### config.mk
export PLATFORM = sky130hd
export DESIGN_NAME = olrgb_cone
export DESIGN_NICKNAME = d
export VERILOG_FILES = /design/src/olrgb_pkg.sv /design/src/olrgb_cone.sv
export SDC_FILE = /design/constraint.sdc
export NUM_CORES = 2
export LEC_CHECK = 0
export ABC_AREA = 1
export BUFFER_PORTS_ARGS = -buffer_cell sky130_fd_sc_hd__buf_2
export CAP_MARGIN = 20
export CORE_MARGIN = 2
export CORE_UTILIZATION = 49
export DETAILED_ROUTE_END_ITERATION = 12
export PLACE_DENSITY_LB_ADDON = 0.05
export SKIP_CTS_REPAIR_TIMING = 1
export SYNTH_ARGS = -nofsm -noshare
export SYNTH_HDL_FRONTEND = slang
export SYNTH_SLANG_ARGS = --single-unit
### constraint.sdc
create_clock -name clk -period 16.5 [get_ports clk]
set_input_delay 4.95 -clock clk [delete_from_list [all_inputs] [get_ports clk]]
set_output_delay 4.95 -clock clk [all_outputs]
set_load 0.02 [all_outputs]
### src/olrgb_pkg.sv
// Shared widths, types and matrix coefficients for the OKLab to linear RGB unit.
// No dependencies.
`timescale 1ns / 1ps

package olrgb_pkg;

  localparam int NUM_CH      = 3;
  localparam int IN_W        = 16;
  localparam int CONE_SUM_W  = 34;  // Q.30 cone sum, full input range
  localparam int CONE_Q16_W  = 19;  // rounded cone value, Q.16
  localparam int CONE_SQ_W   = 38;  // cone value squared, Q.32
  localparam int CONE_CUBE_W = 57;  // cone value cubed, Q.48
  localparam int CONE_Q24_W  = 31;  // rounded cube, Q.24
  localparam int COEF1_W     = 18;
  localparam int COEF2_W     = 17;
  localparam int PROD_W      = 49;  // cube times second matrix coefficient, Q.38
  localparam int CHAN_SUM_W  = 50;
  localparam int OUT_W       = 15;
  localparam int ONE_Q14     = 16384;
  localparam int LATENCY     = 6;

  typedef logic signed [IN_W-1:0]       lab_t;
  typedef logic signed [CONE_SUM_W-1:0] cone_sum_t;
  typedef logic [CONE_Q16_W-1:0]        cone_q16_t;
  typedef logic [CONE_SQ_W-1:0]         cone_sq_t;
  typedef logic [CONE_CUBE_W-1:0]       cone_cube_t;
  typedef logic [CONE_Q24_W-1:0]        cone_q24_t;
  typedef logic signed [PROD_W-1:0]     prod_t;
  typedef logic signed [CHAN_SUM_W-1:0] chan_sum_t;
  typedef logic [OUT_W-1:0]             chan_t;

  // First matrix in Q.16: rows l, m, s; columns a, b. The L column is 1.0 for every row.
  localparam logic signed [COEF1_W-1:0] CONE_COEF [NUM_CH][2] = '{
    '{ 18'sd25974,  18'sd14143},
    '{-18'sd6918,  -18'sd4185},
    '{-18'sd5864,  -18'sd84639}
  };

  // Second matrix in Q.14: rows red, green, blue; columns l, m, s.
  localparam logic signed [COEF2_W-1:0] RGB_COEF [NUM_CH][NUM_CH] = '{
    '{ 17'sd64429, -17'sd52275,  17'sd3650},
    '{-17'sd20047,  17'sd42161, -17'sd5551},
    '{-17'sd66,    -17'sd11527,  17'sd27978}
  };

endpackage

### src/olrgb_cone.sv
// First matrix, zero clamp, rounding to Q.16 and squaring of the three cone values.
// Two register stages. Depends on olrgb_pkg.
`timescale 1ns / 1ps

module olrgb_cone
  import olrgb_pkg::*;
(
  input  logic      clk,
  input  logic      rst_n,
  input  logic      in_valid,
  input  lab_t      lab_l,
  input  lab_t      lab_a,
  input  lab_t      lab_b,
  output logic      out_valid,
  output cone_q16_t cone_q16 [NUM_CH],
  output cone_sq_t  cone_sq [NUM_CH]
);

  logic      v1_r;
  logic      v2_r;
  cone_sum_t sum_nxt [NUM_CH];
  cone_sum_t sum_r [NUM_CH];
  cone_sum_t rnd [NUM_CH];
  cone_q16_t c_nxt [NUM_CH];
  cone_q16_t c_r [NUM_CH];
  cone_sq_t  sq_nxt [NUM_CH];
  cone_sq_t  sq_r [NUM_CH];

  // Stage one: L scaled to Q.30 plus the a and b products.
  always_comb begin
    for (int i = 0; i < NUM_CH; i++) begin
      sum_nxt[i] = CONE_SUM_W'($signed({lab_l, 16'h0000}))
                 + CONE_SUM_W'(lab_a) * CONE_SUM_W'(CONE_COEF[i][0])
                 + CONE_SUM_W'(lab_b) * CONE_SUM_W'(CONE_COEF[i][1]);
    end
  end

  // Stage two: clamp at zero, round to Q.16 and square.
  always_comb begin
    for (int i = 0; i < NUM_CH; i++) begin
      rnd[i] = sum_r[i] + CONE_SUM_W'(1 << 13);
      if (sum_r[i] <= 0) begin
        c_nxt[i] = '0;
      end else begin
        c_nxt[i] = rnd[i][CONE_Q16_W+13:14];
      end
      sq_nxt[i] = CONE_SQ_W'(c_nxt[i]) * CONE_SQ_W'(c_nxt[i]);
    end
  end

  // Valid bits.
  always_ff @(posedge clk) begin
    if (!rst_n) begin
      v1_r <= 1'b0;
      v2_r <= 1'b0;
    end else begin
      v1_r <= in_valid;
      v2_r <= v1_r;
    end
  end

  // Data registers.
  always_ff @(posedge clk) begin
    sum_r <= sum_nxt;
    c_r   <= c_nxt;
    sq_r  <= sq_nxt;
  end

  assign out_valid = v2_r;
  assign cone_q16  = c_r;
  assign cone_sq   = sq_r;

endmodule

==> results.cfg <==
[status]
status = finished clean

[sta]
clock_skew_ns = 0.0443
period_needed_ns = 13.61
tightest_slew_ns = 1.12
fin_tns_setup_ns = 0
rsz0062_at_grt = false
holdWs_ns = 0.408
min_period_over_period_pct = 82.5
hold_violations = 0
maxSlewHeadroom_pct = 25.2
fmax_ghz = 0.0735
slew_violations = 0
setup_viol = 0

[yosys]
synth-simple-area-share_pct = 13.8
synth_top_cells_by_count = inv_1 (2500), fa_1 (1475), nand2_1 (1108)
synth_area_leader_cell = fa_1
ys_ff_latch = 266
synth_area_um2 = 73700
synth-xor-area-share_pct = 3.87
syn_avg_cell_area_um2 = 8.46
synthCells = 8707
synth_fa_ha_area_share_pct = 56.9
yosysWarnings = 0
synth_edf_count = 0
yosysMostFrequentCell = inv_1
synthDistinctLibCells = 50
synth_top_family_by_area = adder cells
synthTopCellsByArea = fa_1 (40%), ha_1 (17%), inv_1 (13%)
synth.area.mux_share_pct = 0.0153
synth.top_cell.area_share_pct = 40.1
seq_area_frac_synth_pct = 7.23
synth_compound_area_share_pct = 4.82
async_flop_share_pct = 0
synth_ff_type = dfxtp_1

[die]
initial_core_util_pct = 49.2
die_h_um = 392
fp-row-count = 142
die_w_um = 392
die_area_um2 = 153000
io_pins = 223
core_um2 = 150000

[critical_path]
crit_fanout = 13
cp.required_ns = 17.01
max_stage_delay_ns = 0.77
crit_type = input pin to register
startpoint_type = input pin
crit_top_cell = fa_1
cp-end-kind = register
critPathSlowestCell = xor2_1
arrival_ns = 14.12

[layout]
fin_util_pct = 52.4
multi_input_area_um2 = 58500
area_delta_synth_final_pct = 6.47
stdcell_count = 10981
seqCellArea_um2 = 5330
drive_gt1_share_pct = 4.93
fillers = 14676
fin_nets = 11453

[cts]
clock_latency_ns = 0.62
clock_path_buffers = 3
clkTransAtPathRegs_ns = 0.05
clock-sinks = 266
cts_made_buffers = 35
cts_tree = done
htreeDepth = 2
root_buffer = clkbuf_16

[flow_run]
drv_cap = 0

[place]
gp_congestion = 0.971
hpwlAfterDp_mm = 197
portBuffers = 219
dp.cells = 10917

[detailed_routing]
wl_mm = 222
routed_via_density = 5.10
vias = 55950
first_pass_iters = 5
drtIter0Drc = 3155
drcViolationCount = 0
ant_nets = 0
wl_per_cell_um = 20.2

[grt]
grt_max_degree = 46
grt-ovfl-total = 0
grt_usage_pct = 30.2
grt_pass1_vias = 60521
grt_pass1_wl_mm = 351
antenna_found_initial = 4

[hold_path]
hold_path_class = register to register
[layer usage]
layer | global-route usage [%] | vias up | routed length [um]
li1 | - | 26291 | -
met1 | 41.2 | 27995 | 98600
met2 | 50.2 | 1376 | 104000
met3 | 3.83 | 286 | 11900
met4 | 8.76 | 2 | 7510
met5 | 0 | - | 13
[flip-flops by register name (all words and copies together) (netlist names)]
name       count
v1_r           1
cone_sq      111
cone_q16      54
out_valid      1
sum_r         99
[final timing paths]
path | start | to | slack (ns) | cells after the start
max | lab_a[0] | sum_r[89]$_DFF_P_ | 2.89 | 32
min | v1_r$_SDFF_PN0_ | out_valid$_SDFF_PN0_ | 0.41 | 2
min reg2reg | v1_r$_SDFF_PN0_ | out_valid$_SDFF_PN0_ | 0.41 | 2
max reg2reg | sum_r[12]$_DFF_P_ | cone_sq[31]$_DFF_P_ | 8.11 | 28
[final cells by class]
cell class	count	share of cell area, %
well taps	2016	3.22
clock buffers	42	1.23
repair buffers	254	1.74
multi-input cells	5850	74.6
diodes	2	0.00638
clock inverters	20	0.329
flip-flops and latches	266	6.79
inverters	2531	12.1
[cells by family after synthesis]
logic type | after synthesis
adder cells (fa/ha/maj) | 2464
AO/OA/AOI/OAI | 634
buffers and inverters | 2593
AND/OR/NAND/NOR | 2429
flip-flops | 266
multiplexers | 1
other | 1
XOR/XNOR | 319
[critical path, delay by kind of cell]
family          cells  cell delay [ns]
xor+xnor            3             1.40
simple gates        4             0.55
fa+ha+maj          12             5.00
buf+inv             8             0.87
compound gates      5             1.33
[placed cells by master (no fill, tap or decap), types with 4 or more instances in the layout]
master,n
a21o_1,45
o21bai_1,45
clkinv_2,6
nor2_4,22
or2_2,22
o21a_1,13
nand3b_1,15
a21boi_0,25
nand4_1,71
and2_1,4
buf_2,218
a21oi_1,302
clkbuf_16,35
nand3_1,218
inv_8,4
dfxtp_1,266
bufinv_16,4
nor2_1,856
xor2_1,214
fa_1,1475
ha_1,989
inv_2,27
o21ai_0,172
nand2_2,9
buf_4,36
nor3_1,50
nand2_1,1108
and3_1,4
o211ai_1,10
nor4_1,10
nor2_2,28
inv_1,2499
a31oi_1,13
xnor2_1,99
clkinv_1,5
clkbuf_8,6
[stage by stage]
stage               setup WS, ns  area [um2]
floorplan                   2.58       73700
global route                2.34       78400
finish                      2.89       78400
detailed placement          2.26       77200
global placement            2.39       77200
CTS                         2.93       78400
Power is left out: the tool's default activity adds up to more than one toggle a clock period on the data nets, which glitch-free logic cannot reach.
